File: src/sv/fdep_pkg.sv
// ----------------------------------------------------------------------------
// fdep_pkg
// Shared constants, types and tables for the FAT directory entry parser.
// ----------------------------------------------------------------------------
`default_nettype none

package fdep_pkg;

  // Sizing
  localparam int ENTRIES_PER_SECTOR = 16;
  localparam int MAX_LISTED         = 16;
  localparam int LONG_NAME_BYTES    = 64;
  localparam int NAME_CHARS         = 32;

  localparam int ENTRY_BYTES    = 32;
  localparam int ENT_AW         = 5;
  localparam int LFN_CHARS      = 13;
  localparam int SHORT_NAME_LEN = 11;
  localparam int LONG_LIMIT     = (NAME_CHARS < LONG_NAME_BYTES) ? NAME_CHARS
                                                                 : LONG_NAME_BYTES;

  localparam int LN_AW   = $clog2(LONG_NAME_BYTES);
  localparam int SLOT_W  = $clog2(ENTRIES_PER_SECTOR + 1);
  localparam int LIST_W  = $clog2(MAX_LISTED + 1);
  localparam int NIDX_W  = $clog2(NAME_CHARS + 1);
  // long-name write pointer: 13 * 14 + 13 fits in 9 bits
  localparam int LPTR_W  = 9;

  // Directory byte codes
  localparam logic [7:0] DIR_END    = 8'h00;
  localparam logic [7:0] DIR_FREE   = 8'hE5;
  localparam logic [7:0] ATTR_LFN   = 8'h0F;
  localparam int         ATTR_DIR_B = 4;
  localparam logic [7:0] CHAR_SPACE = 8'h20;
  localparam logic [7:0] CHAR_NUL   = 8'h00;

  // Entry byte positions
  localparam logic [ENT_AW-1:0] POS_ATTR      = 5'd11;
  localparam logic [ENT_AW-1:0] POS_SIZE_LO   = 5'd28;
  localparam logic [ENT_AW-1:0] POS_LAST      = 5'd31;

  // Write request into the long-name store
  typedef struct packed {
    logic             en;
    logic [LN_AW-1:0] addr;
    logic [7:0]       data;
  } lns_wr_t;

  // Byte offset of long-name character k within a long-name record
  function automatic logic [ENT_AW-1:0] lfn_offset(input logic [3:0] k);
    logic [ENT_AW-1:0] off;
    case (k)
      4'd0:    off = 5'd1;
      4'd1:    off = 5'd3;
      4'd2:    off = 5'd5;
      4'd3:    off = 5'd7;
      4'd4:    off = 5'd9;
      4'd5:    off = 5'd14;
      4'd6:    off = 5'd16;
      4'd7:    off = 5'd18;
      4'd8:    off = 5'd20;
      4'd9:    off = 5'd22;
      4'd10:   off = 5'd24;
      4'd11:   off = 5'd28;
      4'd12:   off = 5'd30;
      default: off = 5'd1;
    endcase
    return off;
  endfunction

endpackage

`default_nettype wire

File: src/sv/fdep_name_store.sv
// ----------------------------------------------------------------------------
// fdep_name_store
// Long-name character store: one write port, one registered read port.
// Per-entry valid bits make unwritten entries read as zero after reset.
// ----------------------------------------------------------------------------
`default_nettype none

module fdep_name_store
  import fdep_pkg::*;
(
  input  wire logic             clk,
  input  wire logic             rst_n,
  input  wire lns_wr_t          wr,
  input  wire logic [LN_AW-1:0] rd_addr,
  output logic [7:0]            rd_data
);

  logic [7:0]                 mem_r [LONG_NAME_BYTES];
  logic [LONG_NAME_BYTES-1:0] vld_r;
  logic [7:0]                 rd_q_r;
  logic                       rd_vld_r;

  // Storage array and read port
  always_ff @(posedge clk) begin
    if (wr.en) begin
      mem_r[wr.addr] <= wr.data;
    end
    rd_q_r <= mem_r[rd_addr];
  end

  // Valid bits, cleared at reset
  always_ff @(posedge clk) begin
    if (!rst_n) begin
      vld_r    <= '0;
      rd_vld_r <= 1'b0;
    end else begin
      if (wr.en) begin
        vld_r[wr.addr] <= 1'b1;
      end
      rd_vld_r <= vld_r[rd_addr];
    end
  end

  assign rd_data = rd_vld_r ? rd_q_r : CHAR_NUL;

endmodule

`default_nettype wire

File: src/sv/fat_directory_entry_parser_core.sv
// ----------------------------------------------------------------------------
// fat_directory_entry_parser_core
// Lists FAT directory entries as a stream of name characters.
//
// Usage:
//  - Input: one sector byte per word on in_tdata; in_tuser = 1 on the first
//    byte of a sector restarts the scan. Bytes gather into 32-byte entries.
//  - Output: one word per name character; out_tlast marks the last character
//    of a name; size, slot and listing ordinal ride along in out_tdata and
//    the folder flag in out_tuser.
//  - Throughput: one byte per cycle. After the last byte of a listed entry
//    the input stalls while each name character is read, checked and loaded
//    into the output register, also for an empty name. After a long-name
//    record it stalls while 13 characters are copied into the name store.
//  - Reset: scan active at slot 0, no long name pending, name store zero.
//  - A stalled receiver holds the output register; the name sequencer waits
//    on it and the input stays blocked until the name is fully loaded.
// ----------------------------------------------------------------------------
`default_nettype none

module fat_directory_entry_parser_core
  import fdep_pkg::*;
(
  input  wire logic        clk,
  input  wire logic        rst_n,
  // input stream
  input  wire logic        in_tvalid,
  output logic             in_tready,
  input  wire logic [7:0]  in_tdata,   // [7:0] data_byte
  input  wire logic        in_tuser,   // [0] sector_start
  // result stream
  output logic             out_tvalid,
  input  wire logic        out_tready,
  output logic [47:0]      out_tdata,  // [7:0] name_char, [39:8] size_bytes,
                                       // [43:40] entry_slot, [47:44] listing_index
  output logic             out_tlast,  // last_char
  output logic             out_tuser   // [0] is_folder
);

  // Sequencer states
  localparam logic [2:0] S_IDLE = 3'd0;
  localparam logic [2:0] S_LFN  = 3'd1;
  localparam logic [2:0] S_RD   = 3'd2;
  localparam logic [2:0] S_CAP  = 3'd3;
  localparam logic [2:0] S_PUT  = 3'd4;

  // Scan state
  logic [2:0]        state_r, state_nxt;
  logic [ENT_AW-1:0] pos_r, pos_nxt;
  logic [SLOT_W-1:0] slot_r, slot_nxt;
  logic [LIST_W-1:0] listed_r, listed_nxt;
  logic              stop_r, stop_nxt;
  logic              pend_r, pend_nxt;

  // Captured entry fields
  logic [7:0]  b0_r, b0_nxt;
  logic [7:0]  attr_r, attr_nxt;
  logic [31:0] size_r, size_nxt;

  // Long-name copy pass
  logic [3:0]        cp_k_r, cp_k_nxt;
  logic [LPTR_W-1:0] cp_ptr_r, cp_ptr_nxt;
  logic [LPTR_W-1:0] cp_wptr_r, cp_wptr_nxt;
  logic              cp_wv_r, cp_wv_nxt;

  // Name emission
  logic              use_long_r, use_long_nxt;
  logic              first_r, first_nxt;
  logic [NIDX_W-1:0] idx_r, idx_nxt;
  logic [7:0]        cur_r, cur_nxt;
  logic [7:0]        nch_r, nch_nxt;
  logic              nterm_r, nterm_nxt;
  logic [31:0]       lsize_r, lsize_nxt;
  logic [3:0]        lslot_r, lslot_nxt;
  logic [3:0]        llist_r, llist_nxt;
  logic              lfold_r, lfold_nxt;

  // Output register
  logic        ov_r, ov_nxt;
  logic [7:0]  ochar_r, ochar_nxt;
  logic        olast_r, olast_nxt;
  logic [31:0] osize_r, osize_nxt;
  logic [3:0]  oslot_r, oslot_nxt;
  logic [3:0]  olist_r, olist_nxt;
  logic        ofold_r, ofold_nxt;

  // Entry buffer
  logic [7:0]        ent_mem_r [ENTRY_BYTES];
  logic [7:0]        ent_rd_r;
  logic [ENT_AW-1:0] ent_rd_addr;

  // Long-name store interface
  lns_wr_t    ln_wr;
  logic [7:0] ln_rd_data;

  // Misc combinational
  logic       in_acc;
  logic       run;
  logic [7:0] ch;
  logic       term;
  logic       out_free;
  logic [31:0] size_full;

  function automatic logic [ENT_AW-1:0] ent_rd_addr_name(input logic [NIDX_W-1:0] i);
    return ENT_AW'(i);
  endfunction

  function automatic logic [ENT_AW-1:0] pos_nxt_wr(input logic st,
                                                   input logic [ENT_AW-1:0] p);
    return st ? '0 : p;
  endfunction

  assign in_tready = (state_r == S_IDLE);
  assign in_acc    = in_tvalid && in_tready;
  assign out_free  = !ov_r || out_tready;

  // Entry buffer: written from the input, read by the sequencer
  assign ent_rd_addr = (state_r == S_LFN) ? lfn_offset(cp_k_r) : ent_rd_addr_name(idx_r);

  always_ff @(posedge clk) begin
    if (in_acc && run) begin
      ent_mem_r[pos_nxt_wr(in_tuser, pos_r)] <= in_tdata;
    end
    ent_rd_r <= ent_mem_r[ent_rd_addr];
  end

  // Long-name store writes from the copy pass
  always_comb begin
    ln_wr.en   = (state_r == S_LFN) && cp_wv_r && (cp_wptr_r < LPTR_W'(LONG_NAME_BYTES));
    ln_wr.addr = LN_AW'(cp_wptr_r);
    ln_wr.data = ent_rd_r;
  end

  fdep_name_store u_name_store (
    .clk     (clk),
    .rst_n   (rst_n),
    .wr      (ln_wr),
    .rd_addr (LN_AW'(idx_r)),
    .rd_data (ln_rd_data)
  );

  // Active scan after an optional restart on this word
  assign run = in_tuser || !stop_r;

  // Character under check and its end condition
  assign ch   = use_long_r ? ln_rd_data : ent_rd_r;
  assign term = (idx_r == (use_long_r ? NIDX_W'(LONG_LIMIT) : NIDX_W'(SHORT_NAME_LEN))) ||
                (ch == CHAR_NUL) || (!use_long_r && (ch == CHAR_SPACE));
  assign size_full = {in_tdata, size_r[31:8]};

  // Next-state logic
  always_comb begin
    state_nxt    = state_r;
    pos_nxt      = pos_r;
    slot_nxt     = slot_r;
    listed_nxt   = listed_r;
    stop_nxt     = stop_r;
    pend_nxt     = pend_r;
    b0_nxt       = b0_r;
    attr_nxt     = attr_r;
    size_nxt     = size_r;
    cp_k_nxt     = cp_k_r;
    cp_ptr_nxt   = cp_ptr_r;
    cp_wptr_nxt  = cp_wptr_r;
    cp_wv_nxt    = cp_wv_r;
    use_long_nxt = use_long_r;
    first_nxt    = first_r;
    idx_nxt      = idx_r;
    cur_nxt      = cur_r;
    nch_nxt      = nch_r;
    nterm_nxt    = nterm_r;
    lsize_nxt    = lsize_r;
    lslot_nxt    = lslot_r;
    llist_nxt    = llist_r;
    lfold_nxt    = lfold_r;
    ov_nxt       = ov_r;
    ochar_nxt    = ochar_r;
    olast_nxt    = olast_r;
    osize_nxt    = osize_r;
    oslot_nxt    = oslot_r;
    olist_nxt    = olist_r;
    ofold_nxt    = ofold_r;

    if (ov_r && out_tready) begin
      ov_nxt = 1'b0;
    end

    case (state_r)
      S_IDLE: begin
        if (in_acc) begin
          // sector restart comes before the byte is taken
          if (in_tuser) begin
            pos_nxt    = '0;
            slot_nxt   = '0;
            listed_nxt = '0;
            stop_nxt   = 1'b0;
            pend_nxt   = 1'b0;
          end
          if (run) begin
            // capture the fields needed at judge time
            if (in_tuser || (pos_r == '0)) begin
              b0_nxt = in_tdata;
            end
            if (!in_tuser && (pos_r == POS_ATTR)) begin
              attr_nxt = in_tdata;
            end
            if (!in_tuser && (pos_r >= POS_SIZE_LO)) begin
              size_nxt = size_full;
            end

            if (in_tuser || (pos_r != POS_LAST)) begin
              pos_nxt = in_tuser ? ENT_AW'(1) : pos_r + ENT_AW'(1);
            end else begin
              // entry complete: judge it
              pos_nxt = '0;
              if (b0_r == DIR_END) begin
                stop_nxt = 1'b1;
              end else begin
                if (b0_r != DIR_FREE) begin
                  if (attr_r == ATTR_LFN) begin
                    if (b0_r[3:0] != 4'd0) begin
                      cp_k_nxt   = '0;
                      cp_wv_nxt  = 1'b0;
                      cp_ptr_nxt = LPTR_W'(LFN_CHARS) * LPTR_W'(b0_r[3:0] - 4'd1);
                      state_nxt  = S_LFN;
                    end
                  end else begin
                    use_long_nxt = pend_r;
                    first_nxt    = 1'b1;
                    idx_nxt      = '0;
                    lsize_nxt    = size_full;
                    lslot_nxt    = 4'(slot_r);
                    llist_nxt    = 4'(listed_r);
                    lfold_nxt    = attr_r[ATTR_DIR_B];
                    pend_nxt     = 1'b0;
                    listed_nxt   = listed_r + LIST_W'(1);
                    if ((listed_r + LIST_W'(1)) >= LIST_W'(MAX_LISTED)) begin
                      stop_nxt = 1'b1;
                    end
                    state_nxt = S_RD;
                  end
                end
                slot_nxt = slot_r + SLOT_W'(1);
                if ((slot_r + SLOT_W'(1)) >= SLOT_W'(ENTRIES_PER_SECTOR)) begin
                  stop_nxt = 1'b1;
                end
              end
            end
          end
        end
      end

      // copy 13 characters; each is registered out of the entry buffer, then written
      S_LFN: begin
        if (ln_wr.en && (cp_wptr_r == '0)) begin
          pend_nxt = (ent_rd_r != CHAR_NUL);
        end
        if (cp_k_r < 4'(LFN_CHARS)) begin
          cp_wv_nxt   = 1'b1;
          cp_wptr_nxt = cp_ptr_r;
          cp_ptr_nxt  = cp_ptr_r + LPTR_W'(1);
          cp_k_nxt    = cp_k_r + 4'd1;
        end else begin
          cp_wv_nxt = 1'b0;
          state_nxt = S_IDLE;
        end
      end

      // memory read in flight
      S_RD: begin
        state_nxt = S_CAP;
      end

      // check the character just read
      S_CAP: begin
        if (first_r) begin
          first_nxt = 1'b0;
          if (term) begin
            cur_nxt   = CHAR_NUL;
            nterm_nxt = 1'b1;
            state_nxt = S_PUT;
          end else begin
            cur_nxt   = ch;
            idx_nxt   = idx_r + NIDX_W'(1);
            state_nxt = S_RD;
          end
        end else begin
          nch_nxt   = ch;
          nterm_nxt = term;
          state_nxt = S_PUT;
        end
      end

      // hand the current character to the output register
      S_PUT: begin
        if (out_free) begin
          ov_nxt    = 1'b1;
          ochar_nxt = cur_r;
          olast_nxt = nterm_r;
          osize_nxt = lsize_r;
          oslot_nxt = lslot_r;
          olist_nxt = llist_r;
          ofold_nxt = lfold_r;
          if (nterm_r) begin
            state_nxt = S_IDLE;
          end else begin
            cur_nxt   = nch_r;
            idx_nxt   = idx_r + NIDX_W'(1);
            state_nxt = S_RD;
          end
        end
      end

      default: begin
        state_nxt = S_IDLE;
      end
    endcase
  end

  // Control registers
  always_ff @(posedge clk) begin
    if (!rst_n) begin
      state_r  <= S_IDLE;
      pos_r    <= '0;
      slot_r   <= '0;
      listed_r <= '0;
      stop_r   <= 1'b0;
      pend_r   <= 1'b0;
      cp_wv_r  <= 1'b0;
      ov_r     <= 1'b0;
    end else begin
      state_r  <= state_nxt;
      pos_r    <= pos_nxt;
      slot_r   <= slot_nxt;
      listed_r <= listed_nxt;
      stop_r   <= stop_nxt;
      pend_r   <= pend_nxt;
      cp_wv_r  <= cp_wv_nxt;
      ov_r     <= ov_nxt;
    end
  end

  // Payload registers
  always_ff @(posedge clk) begin
    b0_r       <= b0_nxt;
    attr_r     <= attr_nxt;
    size_r     <= size_nxt;
    cp_k_r     <= cp_k_nxt;
    cp_ptr_r   <= cp_ptr_nxt;
    cp_wptr_r  <= cp_wptr_nxt;
    use_long_r <= use_long_nxt;
    first_r    <= first_nxt;
    idx_r      <= idx_nxt;
    cur_r      <= cur_nxt;
    nch_r      <= nch_nxt;
    nterm_r    <= nterm_nxt;
    lsize_r    <= lsize_nxt;
    lslot_r    <= lslot_nxt;
    llist_r    <= llist_nxt;
    lfold_r    <= lfold_nxt;
    ochar_r    <= ochar_nxt;
    olast_r    <= olast_nxt;
    osize_r    <= osize_nxt;
    oslot_r    <= oslot_nxt;
    olist_r    <= olist_nxt;
    ofold_r    <= ofold_nxt;
  end

  // Output word, held in the output register while the receiver stalls
  assign out_tvalid = ov_r;
  assign out_tdata  = {olist_r, oslot_r, osize_r, ochar_r};
  assign out_tlast  = olast_r;
  assign out_tuser  = ofold_r;

endmodule

`default_nettype wire

File: config.mk
export PLATFORM = sky130hd
export DESIGN_NAME = fat_directory_entry_parser_core
export DESIGN_NICKNAME = d
export VERILOG_FILES = /design/src/sv/fdep_pkg.sv /design/src/sv/fdep_name_store.sv /design/src/sv/fat_directory_entry_parser_core.sv
export SDC_FILE = /design/constraint.sdc
export NUM_CORES = 1
export LEC_CHECK = 0
export BUFFER_PORTS_ARGS = -buffer_cell sky130_fd_sc_hd__buf_2
export CORE_MARGIN = 2
export CORE_UTILIZATION = 55
export DETAILED_ROUTE_END_ITERATION = 8
export PLACE_DENSITY = 0.75
export SYNTH_ARGS = -nofsm -noshare
export SYNTH_HDL_FRONTEND = slang
export SYNTH_SLANG_ARGS = --single-unit
File: constraint.sdc
create_clock -name clk -period 5.32 [get_ports clk]
set_input_delay 0.798 -clock clk [delete_from_list [all_inputs] [get_ports clk]]
set_output_delay 0.798 -clock clk [all_outputs]
set_load 0.03 [all_outputs]
==> results of run 1 <==
final cells by class:
cell class	instances	area, µm²	area share
inverters	36	135.1	0.002920
flip-flops and latches	1054	30580	0.6608
clock buffers	137	2833	0.06121
repair buffers	97	630.6	0.01363
multi-input cells	1177	10330	0.2232
clock inverters	54	561.8	0.01214
well taps	969	1212	0.02620
cells in the final DEF, fill, tap and decap left out, types with 39 or more instances in the layout:
| cell type | Yosys | final |
|---|---|---|
| a21oi_1 | 39 | 39 |
| mux2i_1 | 95 | 95 |
| edfxtp_1 | 946 | 946 |
| dfxtp_1 | 108 | 100 |
| o21ai_0 | 56 | 56 |
| buf_2 | 44 | 64 |
| mux4_2 | 168 | 168 |
| nand2_1 | 168 | 168 |
| clkbuf_16 | 0 | 101 |
| nand3_1 | 48 | 48 |
| o21a_1 | 69 | 69 |
| nor2_1 | 168 | 167 |
logic make-up (layout without fill, tap and decap cells):
group	count (synthesis)	after routing	share of synthesized area
muxes	282	282	0.1190
AOI/OAI and AO/OA	308	308	0.05333
adders and majority gates	25	25	0.008242
buffers and inverters	157	324	0.01739
xor gates and xnor gates	25	25	0.005264
and+or+nand+nor	537	537	0.06193
DFF	1054	1054	0.7349
cells in the mapped netlist (7+ instances only):
cell / count / area [µm²]
edfxtp_1: 946 / 28410
mux2i_1: 95 / 950.9
o21a_1: 69 / 518.0
xnor2_1: 11 / 96.34
a32oi_1: 16 / 140.1
o21ai_0: 56 / 280.3
nor3_1: 12 / 60.06
a31oi_1: 12 / 75.07
mux2_2: 18 / 202.7
nor2_1: 168 / 630.6
buf_1: 14 / 52.55
a22oi_1: 15 / 112.6
mux4_2: 168 / 3784
nor2b_1: 27 / 168.9
nand3_1: 48 / 240.2
inv_1: 35 / 131.4
a221oi_1: 8 / 70.07
o31ai_1: 7 / 52.55
nand4_1: 22 / 137.6
a211oi_1: 10 / 75.07
or3_1: 10 / 62.56
nand2b_1: 9 / 56.30
nand3b_1: 11 / 82.58
ha_1: 21 / 262.8
buf_2: 44 / 220.2
and2_1: 11 / 68.82
dfxtp_1: 108 / 2162
clkbuf_1: 48 / 180.2
xor2_1: 14 / 122.6
nor4_1: 11 / 68.82
a21oi_1: 39 / 195.2
a22o_1: 15 / 131.4
buf_4: 9 / 67.56
nand2_1: 168 / 630.6
worst max-delay path: cells and delay by family, from the launching register on:
kind            cells  cell delay (ns)
fa+ha+maj           6             1.89
simple gates        3             0.67
buf+inv             5             0.46
flops               1             0.44
compound gates      2             0.16
xor+xnor            1             0.14
power groups by stage:
stage	clock [mW]	sequential, mW	combinational, mW
5_1_grt	7.62	9.02	0.267
4_1_cts	7.28	9.02	0.242
6_report	7.22	9.02	0.241
3_3_place_gp	0	9.20	0.228
3_5_place_dp	0	9.20	0.241
2_1_floorplan	0	9.22	0.105
final timing paths:
kind	slack [ns]	startpoint	depth (start not counted)	end
worst max-delay path	1.31	b0_r[0]	17	cp_ptr_r[8]
worst min-delay path	0.41	size_r[8]	0	lsize_r[0]
worst max register to register	1.31	b0_r[0]	17	cp_ptr_r[8]
worst min register to register	0.41	size_r[8]	0	lsize_r[0]
per-stage QoR:
stage,utilization,std cells,setup slack (ns)
detailed placement,0.5741,3333,1.291
global route,0.6196,3524,1.024
global placement,0.5741,3333,1.469
finish,0.6196,3524,1.306
floorplan,-,2388,1.479
CTS,0.6196,3524,1.302
per-layer routing:
layer	wire length, µm	part of all wire	GRT usage
met3	8117	0.088	0.03782
met1	37170	0.40	0.3426
met2	44260	0.48	0.3737
met5	0	0	0
met4	2351	0.026	0.07003
flip-flops by register name, summed over array words and instances, names as in the netlist, 5 cells and up, named ones only:
| name | cells |
|---|---|
| u_name_store.mem_r | 512 |
| nch_r | 8 |
| listed_r | 5 |
| osize_r | 32 |
| idx_r | 6 |
| ochar_r | 8 |
| u_name_store.rd_q_r | 8 |
| slot_r | 5 |
| u_name_store.vld_r | 64 |
| cp_ptr_r | 9 |
| ent_rd_r | 8 |
| cur_r | 8 |
| attr_r | 8 |
| cp_wptr_r | 9 |
| lsize_r | 32 |
| ent_mem_r | 256 |
| pos_r | 5 |
| size_r | 24 |
| b0_r | 8 |
==> reports/qor.yml, run 1 <==
status: "completed"
synth_seq_area_share: 0.7349
comb_power_share: 0.015
slew_viol_final: 0
path_clk_slew_ns: 0.07
slowest_stage: "fa_1"
ir_worst_vdd_v: 0.0002634
finClkSkew_ns: 0.03653
vias: 22270
grt_pass1_vias: 22050
synth-edff-count: 946
synth-async-reset-ratio: 0
portBuffers: 64
rows: 100
critPathKind: "flip-flop to flip-flop"
synth.net_count: 2426
globalplace.congestion: 0.8437
cpPeakStageDelay_ns: 0.45
cp-start-kind: "flip-flop"
dpl.hpwl_mm: 56.24
nets: 2505
power_density_mw_per_mm2: 356.3
root_buffer: "clkbuf_16"
antenna_found_initial: 0
period_needed_ns: 4.014
die_h_um: 279.0
wirelength_mm: 91.89
grt_max_degree: 141
final_area_mm2: 0.04628
die_w_um: 279.0
intPower_mw: 13.21
syn_area_per_cell_um2: 17.42
dpl_cell_area_mm2: 0.04288
cts-htree-levels: 3
ant_nets: 0
track_usage: 0.2359
synth.cell_area_mm2: 0.04160
drt_iter0_drc: 3090
min_period_over_period: 0.7545
critPathCaptureType: "flip-flop"
maxCapViolCount: 0
cts_hold_buf: 0
cts_tree: "yes"
setup_violations: 0
fmax_mhz: 249.1
post-cts-setup-buffers: 0
synth_top_flop_cell: "edfxtp_1"
p_switching_mw: 3.273
cp.arrival_ns: 4.40
hold-worst-slack_ns: 0.4129
gr-total-overflow: 0
relSlewSlack: 0.04805
switching_share: 0.1985
hold_viol_final: 0
rsz0062_at_grt: "false"
fill_cells: 5038
critPathMaxFanout: 4
wl_per_cell_um: 26.08
via_per_inst: 6.318
drcViolationCount: 0
core_mm2: 0.07470
io_pins: 65
power_mw: 16.49
worst-slew-pin-transition_ns: 1.416
synth_cells: 2388
crit_path_frequent_cell: "inv_1"
sequentialPowerShare: 0.547
finalSetupTns_ns: 0
yosys_warnings: 0
cp_cell_sequence: "inv_1 -> ha_1 -> inv_1 -> nor3_1 -> ha_1 -> ha_1 -> inv_1 -> fa_1 -> inv_1 -> ha_1 -> inv_1 -> fa_1 -> nor2b_1 -> o21ai_0 -> xnor2_1 -> nor2_1 -> a21oi_1"
antenna_cells: 0
dieArea_mm2: 0.07785
grt_pass1_wl_mm: 138.0
leakage_nw: 15.32
drt_first_pass_iters: 5
clkPwrFrac: 0.438
cp.required_ns: 5.71
cts_buffer_depth: 3
synth_seq_cells: 1054
hp-class: "flip-flop to flip-flop"
cts_inserted_buffers: 101
cts_resized: 0
cts_sinks: 1054
final_layout_size_suffix_gt1_frac: 0.1902
clock_latency_ns: 0.66
syn_to_final_growth_pct: 11.26
start_util: 0.5569
synth_cell_types: 94
(Power assumes the default switching activity.)
==> run 2: changes to the inputs <==
- ABC_AREA: unset -> 1
- PLACE_DENSITY: 0.75 -> 0.78
- clock period: 5.32 -> 3.5 ns (I/O delays scaled with it)
==> run 2 against run 1 <==
  * Core utilization decreased by 0.15 points
  * Combinational power is 42% higher
  * Critical endpoint unchanged
  * Critical path type unchanged
  * Non-clock buffer count is 73 higher
  * Highest routed layer unchanged
  * Area after synthesis is 2.5% higher
==> reports/qor.yml, run 2 <==
finalSetupTns_ns: 0  # unchanged
slew_viol_final: 0  # unchanged
grt_max_degree: 207  # was 141
grt_pass1_vias: 26880  # was 22050
ant_nets: 0  # unchanged
hp-class: "input pin to flip-flop"  # was flip-flop to flip-flop
die_h_um: 282.4  # was 279.0 µm
final_common_cell: "edfxtp_1"  # unchanged
yosys_warnings: 0  # unchanged
drcViolationCount: 0  # unchanged
antenna_found_initial: 0  # unchanged
cp.required_ns: 3.90  # was 5.71 ns
nets: 3849  # was 2505
synth_commonest_cells: "edfxtp_1, nor2_1, nand2_1"  # was edfxtp_1, mux4_2, nand2_1, nor2_1, dfxtp_1
min_period_over_period: 0.9466  # was 0.7545
path_clk_slew_ns: 0.06  # was 0.07 ns
dieArea_mm2: 0.07975  # was 0.07785 mm²
dpl.hpwl_mm: 58.76  # was 56.24 mm
syn_area_per_cell_um2: 11.45  # was 17.42 µm²
cts_inserted_buffers: 101  # unchanged
final_layout_size_suffix_gt1_frac: 0.09361  # was 0.1902
top_register: "u_name_store.mem_r"  # unchanged
post-cts-setup-buffers: 0  # unchanged
status: "completed"  # unchanged
worst-slew-pin-transition_ns: 1.027  # was 1.416 ns
yosysTopAreaCell: "edfxtp_1"  # unchanged
synth_cell_types: 43  # was 94
synth_top_area_frac: 0.6664  # was 0.6829
drt_iter0_drc: 3721  # was 3090
relSlewSlack: 0.3151  # was 0.04805
wl_per_cell_um: 20.23  # was 26.08 µm
rows: 102  # was 100
cts-htree-levels: 3  # unchanged
final_cell_mix: "edfxtp_1, nor2_1, nand2_1, inv_1, o21ai_0"  # was edfxtp_1, nand2_1, mux4_2, nor2_1, clkbuf_16
maxCapViolCount: 0  # unchanged
antenna_cells: 0  # unchanged
vias: 28180  # was 22270
ir_worst_vdd_v: 0.0003715  # was 0.0002634 V
largest_registers: "u_name_store.mem_r (512), ent_mem_r (256), u_name_store.vld_r (64)"  # unchanged
dp_slack_ns: 0.01364  # was 1.291 ns
root_buffer: "clkbuf_16"  # unchanged
fmax_mhz: 301.8  # was 249.1 MHz
drt_first_pass_iters: 6  # was 5
synth_top_flop_cell: "edfxtp_1"  # unchanged
rsz0062_at_grt: "false"  # unchanged
start_util: 0.5530  # was 0.5569
io_pins: 65  # unchanged
gr-total-overflow: 0  # unchanged
syn_to_final_growth_pct: 11.77  # was 11.26%
synth-edff-count: 946  # unchanged
synth_seq_area_share: 0.7171  # was 0.7349
die_w_um: 282.4  # was 279.0 µm
cts_buffer_depth: 3  # unchanged
dpl_cell_area_mm2: 0.04439  # was 0.04288 mm²
leakage_nw: 17.49  # was 15.32 nW
cts_hold_buf: 0  # unchanged
hold_viol_final: 0  # unchanged
setup_ws_ns: 0.1868  # was 1.306 ns
cp-start-kind: "flip-flop"  # unchanged
power_density_mw_per_mm2: 514.4  # was 356.3 mW/mm²
finClkSkew_ns: 0.02015  # was 0.03653 ns
power_mw: 24.51  # was 16.49 mW
cts_tree: "yes"  # unchanged
clock_latency_ns: 0.67  # was 0.66 ns
wirelength_mm: 99.91  # was 91.89 mm
cts_sinks: 1054  # unchanged
via_per_inst: 5.705  # was 6.318
synth.net_count: 3760  # was 2426
critPathKind: "flip-flop to flip-flop"  # unchanged
yosysMostFrequentCell: "edfxtp_1"  # unchanged
setup_violations: 0  # unchanged
synth.cell_area_mm2: 0.04263  # was 0.04160 mm²
core_mm2: 0.07708  # was 0.07470 mm²
grt_pass1_wl_mm: 151.8  # was 138.0 mm
cp.arrival_ns: 3.71  # was 4.40 ns
track_usage: 0.2500  # was 0.2359
final_area_mm2: 0.04764  # was 0.04628 mm²
portBuffers: 64  # unchanged
synth_cells: 3722  # was 2388
critPathMaxFanout: 3  # was 4
period_needed_ns: 3.313  # was 4.014 ns
globalplace.congestion: 0.8616  # was 0.8437
synth-async-reset-ratio: 0  # unchanged
synth_seq_cells: 1054  # unchanged
critPathCaptureType: "flip-flop"  # unchanged
yosys-top-cells-area: "edfxtp_1, nor2_1, dfxtp_1, nand2_1, o21ai_0"  # was edfxtp_1, mux4_2, dfxtp_1, mux2i_1, nand2_1
largest_reg_flops: 512  # unchanged
==> run 2: changes by cell type after synthesis, sizes merged, moves of 19 or more <==
cell | previous run | this run
nand3 | 48 | 306
nor2b | 27 | 0
o211ai | 7 | 69
o22ai | 2 | 72
nor2 | 169 | 640
mux2 | 19 | 0
clkbuf | 48 | 108
o21ai | 62 | 335
inv | 35 | 352
mux2i | 95 | 0
nand2 | 169 | 540
mux4 | 168 | 0
o21a | 70 | 1
==> run 2: worst max-delay path, stage by stage (launching register included) <==
cell and delay, ns:
edfxtp_1 0.41, inv_2 0.11, ha_4 0.14, inv_1 0.07, nor3_2 0.21, ha_1 0.26
ha_1 0.30, inv_2 0.07, fa_1 0.41, inv_1 0.07, ha_2 0.17, inv_1 0.05
fa_2 0.36, nor2_4 0.10, o21ai_1 0.07, xnor2_1 0.13, nand2_1 0.05, o21ai_0 0.07
==> run 2: where the power goes <==
part | leakage, nW | switching (mW) | internal [mW]
clock | 1.58 | 4.58 | 5.97
combinational | 6.49 | 0.243 | 0.100
sequential | 9.42 | 0.0134 | 13.6
==> run 2: metrics by stage <==
step	util	std cells	hold slack (ns)
after global routing	0.6181	4939	0.2309
after floorplan	-	3722	0.4003
final	0.6181	4939	0.2240
after detailed placement	0.5759	4748	0.4045
after global placement	0.5759	4748	0.4009
after CTS	0.6178	4939	0.2098
==> run 2: final timing paths <==
path	endpoint	start	slack [ns]	cells past startpoint
worst max-delay path	cp_ptr_r[8]	b0_r[0]	0.19	17
worst min-delay path	listed_r[2]	rst_n	0.22	3
worst max register to register	cp_ptr_r[8]	b0_r[0]	0.19	17
worst min register to register	oslot_r[0]	lslot_r[0]	0.42	0
==> run 2: final cells by class <==
cell class	instances	area, µm²
Inverter	356	1344
Multi-Input combinational cell	2128	9991
Timing Repair Buffer	170	1204
Tap cell	1040	1301
Clock inverter	54	481.7
Clock buffer	137	2744
Fill cell	5840	29440
Sequential cell	1054	30580
==> run 2: cells by family after synthesis <==
kind of cell	count (synthesis)	synth area share
simple gates	1545	0.1492
flops	1054	0.7171
compound gates	544	0.07244
buf+inv	540	0.05034
fa+ha+maj	25	0.008042
xor+xnor	14	0.002876
==> run 2: timing repair <==
item / CTS / global route
hold endpoints to repair: 0 / 0
endpoints found under the setup margin: 1 / 1
resized for setup: 1 / 9
pin swaps: 1 / 3
==> run 2: routing by layer <==
layer	vias up	GRT usage	routed length, µm
met5	-	0	0
met4	0	0.1051	3963
met3	241	0.03973	8346
met2	1327	0.4221	49220
met1	13560	0.3235	38380
li1	13050	-	-
